--- src/rtl/ctpk_pkg.sv ---
// Shared types, constants and lookup functions for the protein k-mer encoder.
package ctpk_pkg;

    localparam int KMER_LEN_DEF       = 8;
    localparam int POSITION_WIDTH_DEF = 28;
    localparam int CODE_W             = 35;
    localparam int RES_W              = 5;
    localparam int BASE_W             = 3;
    localparam int SYM_W              = 8;
    localparam int CFG_IDX_W          = 1;
    localparam int CFG_DATA_W         = 2;

    localparam logic [RES_W-1:0]  NO_RESIDUE = 5'd20;
    localparam logic [BASE_W-1:0] BASE_BAD   = 3'd4;

    typedef enum logic [CFG_IDX_W-1:0] {
        REG_FRAME_OFFSET  = 1'b0,
        REG_PROTEIN_INPUT = 1'b1
    } t_reg_idx;

    // Residue index for each codon, first base most significant; 20 marks a stop codon.
    localparam logic [RES_W-1:0] CODON_RES [64] = '{
        5'd8,  5'd11, 5'd8,  5'd11, 5'd16, 5'd16, 5'd16, 5'd16,
        5'd14, 5'd15, 5'd14, 5'd15, 5'd7,  5'd7,  5'd10, 5'd7,
        5'd13, 5'd6,  5'd13, 5'd6,  5'd12, 5'd12, 5'd12, 5'd12,
        5'd14, 5'd14, 5'd14, 5'd14, 5'd9,  5'd9,  5'd9,  5'd9,
        5'd3,  5'd2,  5'd3,  5'd2,  5'd0,  5'd0,  5'd0,  5'd0,
        5'd5,  5'd5,  5'd5,  5'd5,  5'd17, 5'd17, 5'd17, 5'd17,
        5'd20, 5'd19, 5'd20, 5'd19, 5'd15, 5'd15, 5'd15, 5'd15,
        5'd20, 5'd1,  5'd18, 5'd1,  5'd9,  5'd4,  5'd9,  5'd4
    };

    // Stage 1 beat handed from the front end to the cell row.
    typedef struct packed {
        logic             valid;
        logic             start;
        logic             has_res;
        logic [RES_W-1:0] res;
    } t_s1;

    // Contents of one window cell.
    typedef struct packed {
        logic             valid;
        logic [RES_W-1:0] res;
    } t_cell_data;

    // Control for the cells of the row.
    typedef struct packed {
        logic shift;
        logic flush;
    } t_cell_ctl;

    function automatic logic [63:0] pow20(input int n);
        logic [63:0] v;
        v = 64'd1;
        for (int i = 0; i < n; i++) begin
            v = v * 64'd20;
        end
        return v;
    endfunction

    function automatic logic [BASE_W-1:0] base_code(input logic [SYM_W-1:0] ch);
        logic [BASE_W-1:0] b;
        case (ch)
            "A", "a":           b = 3'd0;
            "C", "c":           b = 3'd1;
            "G", "g":           b = 3'd2;
            "T", "t", "U", "u": b = 3'd3;
            default:            b = BASE_BAD;
        endcase
        return b;
    endfunction

    function automatic logic [RES_W-1:0] letter_residue(input logic [SYM_W-1:0] ch);
        logic [RES_W-1:0] r;
        case (ch)
            "A":     r = 5'd0;
            "C":     r = 5'd1;
            "D":     r = 5'd2;
            "E":     r = 5'd3;
            "F":     r = 5'd4;
            "G":     r = 5'd5;
            "H":     r = 5'd6;
            "I":     r = 5'd7;
            "K":     r = 5'd8;
            "L":     r = 5'd9;
            "M":     r = 5'd10;
            "N":     r = 5'd11;
            "P":     r = 5'd12;
            "Q":     r = 5'd13;
            "R":     r = 5'd14;
            "S":     r = 5'd15;
            "T":     r = 5'd16;
            "V":     r = 5'd17;
            "W":     r = 5'd18;
            "Y":     r = 5'd19;
            default: r = NO_RESIDUE;
        endcase
        return r;
    endfunction

endpackage

--- src/rtl/ctpk_ifs.sv ---
// Valid/ready channel interfaces for symbols, k-mer results and register writes.
interface ctpk_in_if
    import ctpk_pkg::*;
();
    logic             valid;
    logic             ready;
    logic [SYM_W-1:0] symbol;
    logic             seq_start;

    modport source (output valid, output symbol, output seq_start, input ready);
    modport sink   (input valid, input symbol, input seq_start, output ready);
endinterface

interface ctpk_out_if
    import ctpk_pkg::*;
#(
    parameter int POSITION_WIDTH = POSITION_WIDTH_DEF
) ();
    logic                      valid;
    logic                      ready;
    logic [CODE_W-1:0]         kmer_code;
    logic [POSITION_WIDTH-1:0] kmer_start;

    modport source (output valid, output kmer_code, output kmer_start, input ready);
    modport sink   (input valid, input kmer_code, input kmer_start, output ready);
endinterface

interface ctpk_cfg_if
    import ctpk_pkg::*;
();
    logic                  valid;
    logic                  ready;
    logic [CFG_IDX_W-1:0]  index;
    logic [CFG_DATA_W-1:0] data;

    modport source (output valid, output index, output data, input ready);
    modport sink   (input valid, input index, input data, output ready);
endinterface

--- src/rtl/codon_translate_protein_kmer_stream_top.sv ---
// Top level of the rolling base-20 protein k-mer encoder.
// The symbol beat that completes a window passes the stage 1 register; its result is then held in the output register.
// Throughput: one symbol beat per cycle; the whole pipeline stalls only while a
// result sits in the output register and the sink holds ready low.
// Reset (synchronous, active low) clears the registers, the codon state, the cell row,
// the rolling code and the position, which acts as the start of a new sequence.
module codon_translate_protein_kmer_stream_top
    import ctpk_pkg::*;
#(
    parameter int KMER_LEN       = KMER_LEN_DEF,
    parameter int POSITION_WIDTH = POSITION_WIDTH_DEF
) (
    input  logic      i_clk,
    input  logic      i_rst_n,
    ctpk_in_if.sink   i_in,
    ctpk_out_if.source o_out,
    ctpk_cfg_if.sink  i_cfg
);

    // Weight of the oldest residue in the window, and the bound on any window code.
    localparam logic [CODE_W-1:0] WIN_WEIGHT = CODE_W'(pow20(KMER_LEN - 1));
    localparam logic [CODE_W:0]   CODE_LIMIT = (CODE_W + 1)'(pow20(KMER_LEN));
    localparam logic [POSITION_WIDTH-1:0] POS_MAX  = '1;
    localparam logic [POSITION_WIDTH-1:0] POS_BACK = POSITION_WIDTH'(KMER_LEN - 1);

    logic [1:0]                r_frame_offset;
    logic                      r_protein_input;
    logic [CODE_W-1:0]         r_code, n_code;
    logic [POSITION_WIDTH-1:0] r_pos, n_pos;
    logic                      r_out_valid;
    logic [CODE_W-1:0]         r_out_code;
    logic [POSITION_WIDTH-1:0] r_out_start;

    logic                      w_adv;
    t_s1                       w_s1;
    logic                      w_event;
    logic                      w_res_ok;
    logic                      w_flush;
    logic                      w_emit;
    logic [POSITION_WIDTH-1:0] w_pos_cur;
    logic                      w_sat;
    logic [POSITION_WIDTH-1:0] w_kmer_start;
    logic [CODE_W+4:0]         w_drop;
    logic [CODE_W-1:0]         w_core;
    logic [CODE_W+4:0]         w_scaled;
    logic [KMER_LEN-1:0]       w_valid;
    t_cell_ctl                 w_ctl_entry;
    t_cell_ctl                 w_ctl_rest;
    t_cell_data                w_entry_in;
    t_cell_data                w_cell [KMER_LEN];

    // The pipeline moves whenever the output register is empty or is being drained.
    assign w_adv       = !r_out_valid || o_out.ready;
    assign i_in.ready  = w_adv;
    assign i_cfg.ready = 1'b1;

    // Register writes land directly; they must only arrive while the block is idle, which nothing here checks.
    always_ff @(posedge i_clk) begin
        if (!i_rst_n) begin
            r_frame_offset  <= '0;
            r_protein_input <= 1'b0;
        end else if (i_cfg.valid && i_cfg.ready) begin
            case (i_cfg.index)
                REG_FRAME_OFFSET:  r_frame_offset  <= i_cfg.data;
                REG_PROTEIN_INPUT: r_protein_input <= i_cfg.data[0];
                default:           r_frame_offset  <= r_frame_offset;
            endcase
        end
    end

    // Stage 1: frame handling, codon assembly and the residue lookup.
    ctpk_front u_front (
        .i_clk           (i_clk),
        .i_rst_n         (i_rst_n),
        .i_adv           (w_adv),
        .i_valid         (i_in.valid),
        .i_symbol        (i_in.symbol),
        .i_seq_start     (i_in.seq_start),
        .i_frame_offset  (r_frame_offset),
        .i_protein_input (r_protein_input),
        .o_s1            (w_s1)
    );

    // Stage 2 acts on a beat that carries a residue, a sequence start, or both.
    assign w_event  = w_adv && w_s1.valid;
    assign w_res_ok = w_s1.has_res && (w_s1.res != NO_RESIDUE);
    // A sequence start or an invalid residue empties the window.
    assign w_flush  = w_s1.start || (w_s1.has_res && !w_res_ok);

    // The entry cell takes the new residue; a flush empties every other cell.
    assign w_ctl_entry = '{shift: w_event, flush: 1'b0};
    assign w_ctl_rest  = '{shift: w_event, flush: w_flush};
    assign w_entry_in  = '{valid: w_res_ok, res: w_res_ok ? w_s1.res : '0};

    // Row of cells: cell 0 holds the newest residue, the last cell the oldest.
    for (genvar g = 0; g < KMER_LEN; g++) begin : g_cell
        if (g == 0) begin : g_entry
            ctpk_cell u_cell (
                .i_clk   (i_clk),
                .i_rst_n (i_rst_n),
                .i_ctl   (w_ctl_entry),
                .i_prev  (w_entry_in),
                .o_cell  (w_cell[g])
            );
        end else begin : g_body
            ctpk_cell u_cell (
                .i_clk   (i_clk),
                .i_rst_n (i_rst_n),
                .i_ctl   (w_ctl_rest),
                .i_prev  (w_cell[g-1]),
                .o_cell  (w_cell[g])
            );
        end
        assign w_valid[g] = w_cell[g].valid;
    end

    // The window is full after this residue when every cell that shifts on is valid.
    assign w_emit = w_res_ok && !w_flush && (&w_valid[KMER_LEN-2:0]);

    // Rolling code: drop the oldest residue's weight, scale by 20, add the new residue.
    // Empty cells hold zero, so the code always matches the cell contents.
    assign w_drop   = (CODE_W + 5)'(w_cell[KMER_LEN-1].res) * (CODE_W + 5)'(WIN_WEIGHT);
    assign w_core   = w_flush ? '0 : (r_code - w_drop[CODE_W-1:0]);
    assign w_scaled = ({5'b0, w_core} << 4) + ({5'b0, w_core} << 2)
                    + (CODE_W + 5)'(w_s1.res);

    // Position of the current residue; it stops at all ones.
    assign w_pos_cur = w_s1.start ? '0 : r_pos;
    assign w_sat     = (w_pos_cur == POS_MAX);
    assign w_kmer_start = w_sat ? POS_MAX
                        : ((w_pos_cur < POS_BACK) ? '0 : (w_pos_cur - POS_BACK));

    always_comb begin
        n_code = r_code;
        n_pos  = r_pos;
        if (w_event) begin
            n_code = w_res_ok ? w_scaled[CODE_W-1:0] : '0;
            if (w_s1.has_res) begin
                n_pos = w_sat ? w_pos_cur : (w_pos_cur + POSITION_WIDTH'(1));
            end else begin
                n_pos = w_pos_cur;
            end
        end
    end

    always_ff @(posedge i_clk) begin
        if (!i_rst_n) begin
            r_code      <= '0;
            r_pos       <= '0;
            r_out_valid <= 1'b0;
        end else begin
            r_code <= n_code;
            r_pos  <= n_pos;
            if (w_adv) begin
                r_out_valid <= w_event && w_emit;
            end
        end
    end

    // Result payload needs no reset; it is qualified by the output valid bit.
    always_ff @(posedge i_clk) begin
        if (w_event && w_emit) begin
            r_out_code  <= n_code;
            r_out_start <= w_kmer_start;
        end
    end

    assign o_out.valid      = r_out_valid;
    assign o_out.kmer_code  = r_out_code;
    assign o_out.kmer_start = r_out_start;

    // A result on the port is always a legal base-20 code of the window length.
    assert property (@(posedge i_clk) disable iff (!i_rst_n)
        o_out.valid |-> ({1'b0, o_out.kmer_code} < CODE_LIMIT))
        else $error("kmer code out of range");

    // A held result must stall the symbol input.
    assert property (@(posedge i_clk) disable iff (!i_rst_n)
        (o_out.valid && !o_out.ready) |-> !i_in.ready)
        else $error("input accepted while result is stalled");

    // An invalid residue leaves the whole window empty.
    assert property (@(posedge i_clk) disable iff (!i_rst_n)
        (w_event && w_s1.has_res && !w_res_ok) |=> (w_valid == '0) && (r_code == '0))
        else $error("window not cleared by invalid residue");

    // Within a sequence the position never moves backward.
    assert property (@(posedge i_clk) disable iff (!i_rst_n)
        (w_event && !w_s1.start) |=> (r_pos >= $past(r_pos)))
        else $error("residue position decreased");

endmodule

--- src/rtl/ctpk_front.sv ---
// Front end: frame skipping, codon assembly and residue lookup into stage 1.
module ctpk_front
    import ctpk_pkg::*;
(
    input  logic             i_clk,
    input  logic             i_rst_n,
    input  logic             i_adv,
    input  logic             i_valid,
    input  logic [SYM_W-1:0] i_symbol,
    input  logic             i_seq_start,
    input  logic [1:0]       i_frame_offset,
    input  logic             i_protein_input,
    output t_s1              o_s1
);

    logic [1:0]        r_skip, n_skip;
    logic [1:0]        r_phase, n_phase;
    logic [BASE_W-1:0] r_held0, n_held0;
    logic [BASE_W-1:0] r_held1, n_held1;
    t_s1               r_s1, n_s1;
    logic              w_accept;
    logic [BASE_W-1:0] w_base;
    logic              w_has_res;
    logic [RES_W-1:0]  w_res;

    assign w_accept = i_valid && i_adv;
    assign w_base   = base_code(i_symbol);

    always_comb begin
        n_skip    = i_seq_start ? 2'd0 : r_skip;
        n_phase   = i_seq_start ? 2'd0 : r_phase;
        n_held0   = i_seq_start ? '0 : r_held0;
        n_held1   = i_seq_start ? '0 : r_held1;
        w_has_res = 1'b0;
        w_res     = NO_RESIDUE;
        if (i_protein_input) begin
            w_has_res = 1'b1;
            w_res     = letter_residue(i_symbol);
        end else if (n_skip < i_frame_offset) begin
            n_skip = n_skip + 2'd1;
        end else if (n_phase < 2'd2) begin
            if (n_phase[0]) begin
                n_held1 = w_base;
            end else begin
                n_held0 = w_base;
            end
            n_phase = n_phase + 2'd1;
        end else begin
            n_phase   = 2'd0;
            w_has_res = 1'b1;
            if (!n_held0[2] && !n_held1[2] && !w_base[2]) begin
                w_res = CODON_RES[{n_held0[1:0], n_held1[1:0], w_base[1:0]}];
            end
        end
        n_s1.valid   = w_accept && (w_has_res || i_seq_start);
        n_s1.start   = i_seq_start;
        n_s1.has_res = w_has_res;
        n_s1.res     = w_res;
    end

    always_ff @(posedge i_clk) begin
        if (!i_rst_n) begin
            r_skip  <= '0;
            r_phase <= '0;
            r_held0 <= '0;
            r_held1 <= '0;
            r_s1    <= '0;
        end else begin
            if (w_accept) begin
                r_skip  <= n_skip;
                r_phase <= n_phase;
                r_held0 <= n_held0;
                r_held1 <= n_held1;
            end
            if (i_adv) begin
                r_s1 <= n_s1;
            end
        end
    end

    assign o_s1 = r_s1;

endmodule

--- src/rtl/ctpk_cell.sv ---
// One window cell: holds a residue and its valid bit, shifts toward the oldest end.
module ctpk_cell
    import ctpk_pkg::*;
(
    input  logic       i_clk,
    input  logic       i_rst_n,
    input  t_cell_ctl  i_ctl,
    input  t_cell_data i_prev,
    output t_cell_data o_cell
);

    t_cell_data r_cell, n_cell;

    always_comb begin
        n_cell = r_cell;
        if (i_ctl.shift) begin
            if (i_ctl.flush || !i_prev.valid) begin
                n_cell = '0;
            end else begin
                n_cell = i_prev;
            end
        end
    end

    always_ff @(posedge i_clk) begin
        if (!i_rst_n) begin
            r_cell <= '0;
        end else begin
            r_cell <= n_cell;
        end
    end

    assign o_cell = r_cell;

endmodule
--- src/flat_wrapper.sv ---
// flat-port wrapper written by rule: the top's interface ports become plain ports
module codon_translate_protein_kmer_stream_top_flat import ctpk_pkg::*;
#(
    parameter int KMER_LEN       = KMER_LEN_DEF,
    parameter int POSITION_WIDTH = POSITION_WIDTH_DEF
)
  (i_clk, i_rst_n, i_in_valid, i_in_symbol, i_in_seq_start, i_in_ready, o_out_valid, o_out_kmer_code, o_out_kmer_start, o_out_ready, i_cfg_valid, i_cfg_index, i_cfg_data, i_cfg_ready);
  ctpk_in_if i_in_i ();
  ctpk_out_if #(.POSITION_WIDTH(POSITION_WIDTH)) o_out_i ();
  ctpk_cfg_if i_cfg_i ();
  input  logic i_clk;
  input  logic i_rst_n;
  input wire logic [$bits(i_in_i.valid)-1:0] i_in_valid;
  input wire logic [$bits(i_in_i.symbol)-1:0] i_in_symbol;
  input wire logic [$bits(i_in_i.seq_start)-1:0] i_in_seq_start;
  output wire logic [$bits(i_in_i.ready)-1:0] i_in_ready;
  output wire logic [$bits(o_out_i.valid)-1:0] o_out_valid;
  output wire logic [$bits(o_out_i.kmer_code)-1:0] o_out_kmer_code;
  output wire logic [$bits(o_out_i.kmer_start)-1:0] o_out_kmer_start;
  input wire logic [$bits(o_out_i.ready)-1:0] o_out_ready;
  input wire logic [$bits(i_cfg_i.valid)-1:0] i_cfg_valid;
  input wire logic [$bits(i_cfg_i.index)-1:0] i_cfg_index;
  input wire logic [$bits(i_cfg_i.data)-1:0] i_cfg_data;
  output wire logic [$bits(i_cfg_i.ready)-1:0] i_cfg_ready;
  assign i_in_i.valid = i_in_valid;
  assign i_in_i.symbol = i_in_symbol;
  assign i_in_i.seq_start = i_in_seq_start;
  assign i_in_ready = i_in_i.ready;
  assign o_out_valid = o_out_i.valid;
  assign o_out_kmer_code = o_out_i.kmer_code;
  assign o_out_kmer_start = o_out_i.kmer_start;
  assign o_out_i.ready = o_out_ready;
  assign i_cfg_i.valid = i_cfg_valid;
  assign i_cfg_i.index = i_cfg_index;
  assign i_cfg_i.data = i_cfg_data;
  assign i_cfg_ready = i_cfg_i.ready;
  codon_translate_protein_kmer_stream_top #(.KMER_LEN(KMER_LEN), .POSITION_WIDTH(POSITION_WIDTH)) u_core (.i_clk(i_clk), .i_rst_n(i_rst_n), .i_in(i_in_i), .o_out(o_out_i), .i_cfg(i_cfg_i));
endmodule
--- config.mk ---
export PLATFORM = sky130hd
export DESIGN_NAME = codon_translate_protein_kmer_stream_top_flat
export DESIGN_NICKNAME = d
export VERILOG_FILES = /design/src/rtl/ctpk_pkg.sv /design/src/rtl/ctpk_ifs.sv /design/src/rtl/codon_translate_protein_kmer_stream_top.sv /design/src/rtl/ctpk_front.sv /design/src/rtl/ctpk_cell.sv /design/src/flat_wrapper.sv
export SDC_FILE = /design/constraint.sdc
export NUM_CORES = 1
export LEC_CHECK = 0
export ABC_AREA = 1
export BUFFER_PORTS_ARGS = -buffer_cell sky130_fd_sc_hd__buf_2
export CAP_MARGIN = 10
export CELL_PAD_IN_SITES_DETAIL_PLACEMENT = 1
export CELL_PAD_IN_SITES_GLOBAL_PLACEMENT = 1
export CORE_MARGIN = 2
export CORE_UTILIZATION = 35
export DETAILED_ROUTE_END_ITERATION = 16
export HOLD_SLACK_MARGIN = 0.02
export PLACE_DENSITY_LB_ADDON = 0.12
export SYNTH_ARGS = -nofsm -noshare
export SYNTH_HDL_FRONTEND = slang
export SYNTH_SLANG_ARGS = --single-unit
--- constraint.sdc ---
create_clock -name i_clk -period 6.97 [get_ports i_clk]
set_input_delay 0.697 -clock i_clk [delete_from_list [all_inputs] [get_ports i_clk]]
set_output_delay 0.697 -clock i_clk [all_outputs]
set_load 0.005 [all_outputs]
* Yosys cells after proc, flatten, opt, wreduce, memory -nomap -nowiden *
Memory sizes are Yosys's and may differ from the RTL's.
Index checks and enable logic that the tools add are counted.

operators by class
  $add $sub $neg = 7
  multiply operators = 1
  div/mod/pow operators = 0
  order comparisons = 4
  eq/ne operators = 28
  shifts and indexed selects = 0
  muxes and demuxes = 43
  bitwise operators = 2
  reductions and logical operators = 40

operators with widths
  cell                     number
  $eq A8 B7 Y1 const B     26
  $mux W28                 4
  $pmux W5 S20             1
  $mux W35                 2
  $mux W6                  7
  $add A35 B35 Y35         1
  $add A35 B5 Y35          1
  $mux W5                  7
  $mux W33                 1
  $sub A33 B33 Y33         1
  $mux W3                  10
  $add A28 B1 Y28 const B  1
  $eq A28 B28 Y1 const B   1
  $lt A28 B3 Y1 const B    1
  $sub A28 B3 Y28 const B  1
  $mul A5 B17 Y19 const B  1
  $mux W2                  7
  $logic_not A1 Y1         13
  $pmux W3 S4              1
  $logic_and A1 B1 Y1      10
  $logic_or A1 B1 Y1       10
  $ge A7 B7 Y1 const B     1
  $not A6 Y7               1
  $reduce_and A7 Y1        1
  9 further kinds          15

storage, ports and cells
  register bits after elaboration = 195
  bits in latches = 0
  RAM bits = 0
  memory bits (read-only) = 320
  input port bits = 17
  output and inout bits = 66
  memories = 1

memories
  memory           depth  bits a word  read ports  clocked after memory_dff  write ports  line              source
  (no name shown)  64     5            1           0                         0            ctpk_front.sv:52  w_res = CODON_RES[{n_held0[1:0], n_held1[1:0], w_base[1:0]}];

* Depth between registers and ports, before layout *
  word-level depth = 11
  depth in mapped cells = 36

* By module *
A second synthesis with hierarchy kept.

unflattened totals
  cells, all modules = 1980
  area, all modules = 13905.8 um^2

by module, submodules not included
  module                                   instances  cells an instance  area each (um^2)  sequential area each (um^2)
  codon_translate_protein_kmer_stream_top  1          1507               10651.5           3233.1
  ctpk_cell                                8          27                 220.2             120.1
  ctpk_front                               1          257                1492.7            360.3

* Worst setup path before layout *
Ideal clock, no wire load.

  kind = register to register
  start point = reg u_core.g_cell[7].g_body.u_cell.r_cell (netlist bit u_core.g_cell[7].g_body.u_cell.o_cell[3])
  end point = reg u_core.r_out_code[33], in the netlist u_core.o_out.kmer_code[33], data pin
  setup time = 255 ps
  data arrival time = 5450 ps
  required time = 6715 ps
  setup slack = 1264 ps
  stages on the path, launching flop included = 34
  path buffers = 0
  cells stage by stage = dfxtp_1 > inv_1 > ha_1 > fa_1 > inv_1 > ha_1 > ha_1 > a21o_1 > a31oi_1 > o21ai_0 > nand2_1 > a21boi_0 > nand3_1 > nand2_1 > xor2_1 > ha_1 > nand2_1 > inv_1 > nand2_1 > nand2_1 > a21oi_1 > nand3_1 > nand3_1 > inv_1 > ha_1 > ha_1 > inv_1 > nor3_1 > nand2_1 > o221a_2 > nand2_1 > nand2_1 > nand3_1 > nand2_1

on the way
  word-level cells in the longest chain between the ends = 7

RTL lines
  item                      line                                            source
  start: declaration        ctpk_cell.sv:12                                 t_cell_data r_cell, n_cell;
  start signal: assignment  ctpk_cell.sv:29                                 r_cell <= n_cell;
  $mul A5 B17 Y19           codon_translate_protein_kmer_stream_top.sv:122  assign w_drop = (CODE_W + 5)'(w_cell[KMER_LEN-1].res) * (CODE_W + 5)'(WIN_WEIGHT);
  $sub A33 B33 Y33          codon_translate_protein_kmer_stream_top.sv:123  assign w_core = w_flush ? '0 : (r_code - w_drop[CODE_W-1:0]);
  $mux W33                  codon_translate_protein_kmer_stream_top.sv:123
  $add A35 B35 Y35          codon_translate_protein_kmer_stream_top.sv:124  assign w_scaled = ({5'b0, w_core} << 4) + ({5'b0, w_core} << 2)
  $add A35 B5 Y35           codon_translate_protein_kmer_stream_top.sv:125  + (CODE_W + 5)'(w_s1.res);
  $mux W35                  codon_translate_protein_kmer_stream_top.sv:137  n_code = w_res_ok ? w_scaled[CODE_W-1:0] : '0;
  $mux W35                  codon_translate_protein_kmer_stream_top.sv:136  if (w_event) begin
  via u_core.n_code[33]     codon_translate_protein_kmer_stream_top.sv:28   logic [CODE_W-1:0] r_code, n_code;
  end signal: assignment    codon_translate_protein_kmer_stream_top.sv:163  r_out_code <= n_code;
  end: declaration          codon_translate_protein_kmer_stream_top.sv:31   logic [CODE_W-1:0] r_out_code;

The timed path passes the listed nets, and every way through them passes these cells.
A chain may end at the register's enable or synchronous reset.

* Worst setup path after layout *
Ends and elaborated chain as after synthesis.

==> impl_metrics.yaml <==
synth:
  netlist_area_um2: 14180
  synth.avg_cell_area_um2: 7.101
  synth_area_leaders: "dfxtp_1 19%, edfxtp_1 13%, nand2_1 12%"
  synth-seq-cells: 195
  synth_edf_count: 63
  synth_nets: 2143
  synth_cell_types: 61
  synth_largest_area_cell: "dfxtp_1"
  yosysSeqAreaShare_pct: 31.98
  yosys.area.top_type_share_pct: 18.64
  yosys_warnings: 0
  ys_async_sr_fraction_pct: 0
  synth_ff_type: "dfxtp_1"
  synthCells: 1997
pwr:
  ir_worst_vdd_v: 0.0001866
  powerDensity_nw_per_um2: 204.2
  leakage_nw: 6.912
  combPwrFrac_pct: 32.1
  internal_power_mw: 1.985
  switchingPower_mw: 1.200
  clkPwrFrac_pct: 30.6
  netSwitchingFraction_pct: 37.68
  pwr-share-seq_pct: 37.3
floorplanning:
  die_y_um: 205.3
  die_area_um2: 42140
  rows: 73
  pin_count: 83
  die_w_um: 205.3
  initial_core_util_pct: 35.61
  core_um2: 39820
worst_setup_path:
  cp-endpoint: "u_core.o_out.kmer_code[33]"
  crit_top_cell: "ha_1"
  end_kind: "flip-flop"
  slowest_stage: "fa_1"
  r2r_cells: 30
  critPathMaxFanout: 7
  timing.rr.end: "u_core.o_out.kmer_code[33]"
  r2r_slack_ns: 0.70
  cp.arrival_ns: 6.51
  startpoint_type: "flip-flop"
  setup.worst_path.class: "flip-flop to flip-flop"
  max_stage_delay_ns: 0.52
  required_ns: 7.21
  startpoint: "u_core.g_cell[7].g_body.u_cell.o_cell[3]"
  reg2reg_from: "u_core.g_cell[7].g_body.u_cell.o_cell[3]"
sta:
  grt_setup_unrepaired: "false"
  post-route-min-period_ns: 6.266
  tns_ns: 0
  slew-limit-headroom_pct: 43.41
  finalClockSkew_ns: 0.01898
  post-route-period-util_pct: 89.90
  setup_violations: 0
  fmax_mhz: 159.6
  final_hold_viol_count: 0
  max_slew.worst_pin.slew_ns: 0.8489
  slew_violations: 0
routing:
  final_antenna_net_count: 0
  drtPass1Iterations: 5
  wire_per_inst_um: 17.22
  routed-via-count: 13310
  first_iter_violations: 474
  drc: 0
  viasPerCell: 5.147
  finalWirelength_um: 44530
status:
  outcome: "finished clean"
global_route:
  grt_pass1_vias: 13820
  grt_pass1_wl_um: 72740
  antenna_found_initial: 1
  grt-ovfl-total: 0
  track_usage_pct: 21.96
  grt_max_degree: 70
clock_tree:
  cts_tree: "yes"
  cts_buffers: 17
  clockBufferDepth: 2
  cts_resized: 0
  clock_sinks: 195
  htree_levels: 4
  post_cts_buffers: 0
  cts.hold.buffers_added: 0
  path_clk_slew_ns: 0.08
  clock-root-buffer: "clkbuf_16"
  clk_latency_ns: 0.49
final_layout:
  drive_gt1_share_pct: 10.87
  regArea_um2: 4539
  final_util_pct: 39.18
  fin_nets: 2194
  fillers: 5143
  multi_input_area_um2: 8422
  layout_commonest_cell: "nand2_1"
  diodes: 0
  most-common-layout-cells: "453 x nand2_1, 225 x a21oi_1, 224 x inv_1"
  syn_to_final_growth_pct: 10.02
job:
  max-cap-violations: 0
placement:
  dp_hpwl_um: 34110
  portBuffers: 81
  gp_congestion: 0.8569
hold_path:
  hold_path_class: "input port to flip-flop"
[power by group through the flow]
stage	Combinational [mW]	Sequential (mW)	Clock [mW]
3_3_place_gp	0.995	1.21	0
5_1_grt	1.17	1.19	1.04
3_5_place_dp	1.02	1.21	0
4_1_cts	1.02	1.19	1.01
2_1_floorplan	0.742	1.21	0
6_report	1.02	1.19	0.974
[synthesized netlist by cell type (all sizes together) (4+ instances only)]
| library cell | instances |
|---|---|
| buf | 28 |
| a21oi | 226 |
| fa | 7 |
| o211ai | 8 |
| o21ai | 153 |
| o21bai | 5 |
| a211oi | 5 |
| inv | 252 |
| nor2 | 217 |
| xor2 | 37 |
| nor4 | 16 |
| a22oi | 5 |
| nor3 | 34 |
| a31oi | 14 |
| clkbuf | 31 |
| dfxtp | 132 |
| nand4 | 44 |
| xnor2 | 7 |
| a21boi | 4 |
| nand3 | 92 |
| ha | 122 |
| nand2 | 471 |
| edfxtp | 63 |
[critical path: cells and delay by family (launching register included)]
kind / cells / cell delay [ns]
xor+xnor: 2 / 0.38
simple gates: 8 / 0.76
compound gates: 9 / 1.74
flops: 1 / 0.41
buf+inv: 4 / 0.25
fa+ha+maj: 7 / 2.49
[metal layers]
metal	GRT usage [%]	vias to the layer above	wire [um]
met5	0	-	13
met3	3.643	40	1139
met1	29.25	6359	22130
met2	36.69	123	20520
li1	-	6785	-
met4	5.935	2	718
[state kept, by name, summed over array words and instances, names as in the netlist]
| name | cells |
|---|---|
| u_core.o_out.kmer_start | 28 |
| u_core.u_front.o_s1 | 8 |
| u_core.g_cell.g_entry.u_cell.o_cell | 6 |
| u_core.g_cell.g_body.u_cell.o_cell | 41 |
| u_core.u_front.r_phase | 2 |
| u_core.o_out.valid | 1 |
| u_core.r_protein_input | 1 |
| u_core.u_front.r_skip | 2 |
| u_core.u_front.r_held1 | 3 |
| u_core.o_out.kmer_code | 35 |
| u_core.r_frame_offset | 2 |
| u_core.u_front.r_held0 | 3 |
| u_core.r_pos | 28 |
| u_core.r_code | 35 |
[cell families after synthesis]
| logic type | synth area share (%) |
|---|---|
| simple gates | 28.41 |
| compound gates | 16.28 |
| buf+inv | 8.833 |
| flops | 31.98 |
| fa+ha+maj | 11.75 |
| xor+xnor | 2.718 |
| other cells | 0.02645 |
[worst min path at each step]
stage,start,to,slack [ns],cells after the start
final,i_cfg_data[0],u_core.r_frame_offset[0],0.45,3
after global routing,i_cfg_data[0],u_core.r_frame_offset[0],0.44,3
after CTS,i_cfg_data[0],u_core.r_frame_offset[0],0.42,3
after detailed placement,u_core.g_cell[1].g_body.u_cell.o_cell[2],u_core.g_cell[1].g_body.u_cell.o_cell[2],0.46,2
after global placement,u_core.r_pos[12],u_core.r_pos[12],0.45,2
after floorplan,u_core.r_frame_offset[1],u_core.r_frame_offset[1],0.44,2
[stage by stage]
step	std cells	setup slack [ns]	hold WS (ns)	cell area (um^2)	total power, mW
global route	2586	0.01451	0.4416	15600	3.406
CTS	2586	0.4477	0.4238	15580	3.217
floorplan	1997	1.264	0.4354	14180	1.952
finish	2586	0.7038	0.4516	15600	3.186
global placement	2554	0.7233	0.4530	15030	2.208
detailed placement	2554	0.5037	0.4566	15030	2.231
[cell type report]
cell class / count / area share (%)
clock inverters: 13 / 0.6095
clock buffers: 19 / 2.911
flip-flops and latches: 195 / 29.10
repair buffers: 91 / 3.080
multi-input cells: 1490 / 53.98
inverters: 253 / 6.111
well taps: 525 / 4.210
Note: power is estimated with default switching activity, not from simulation.
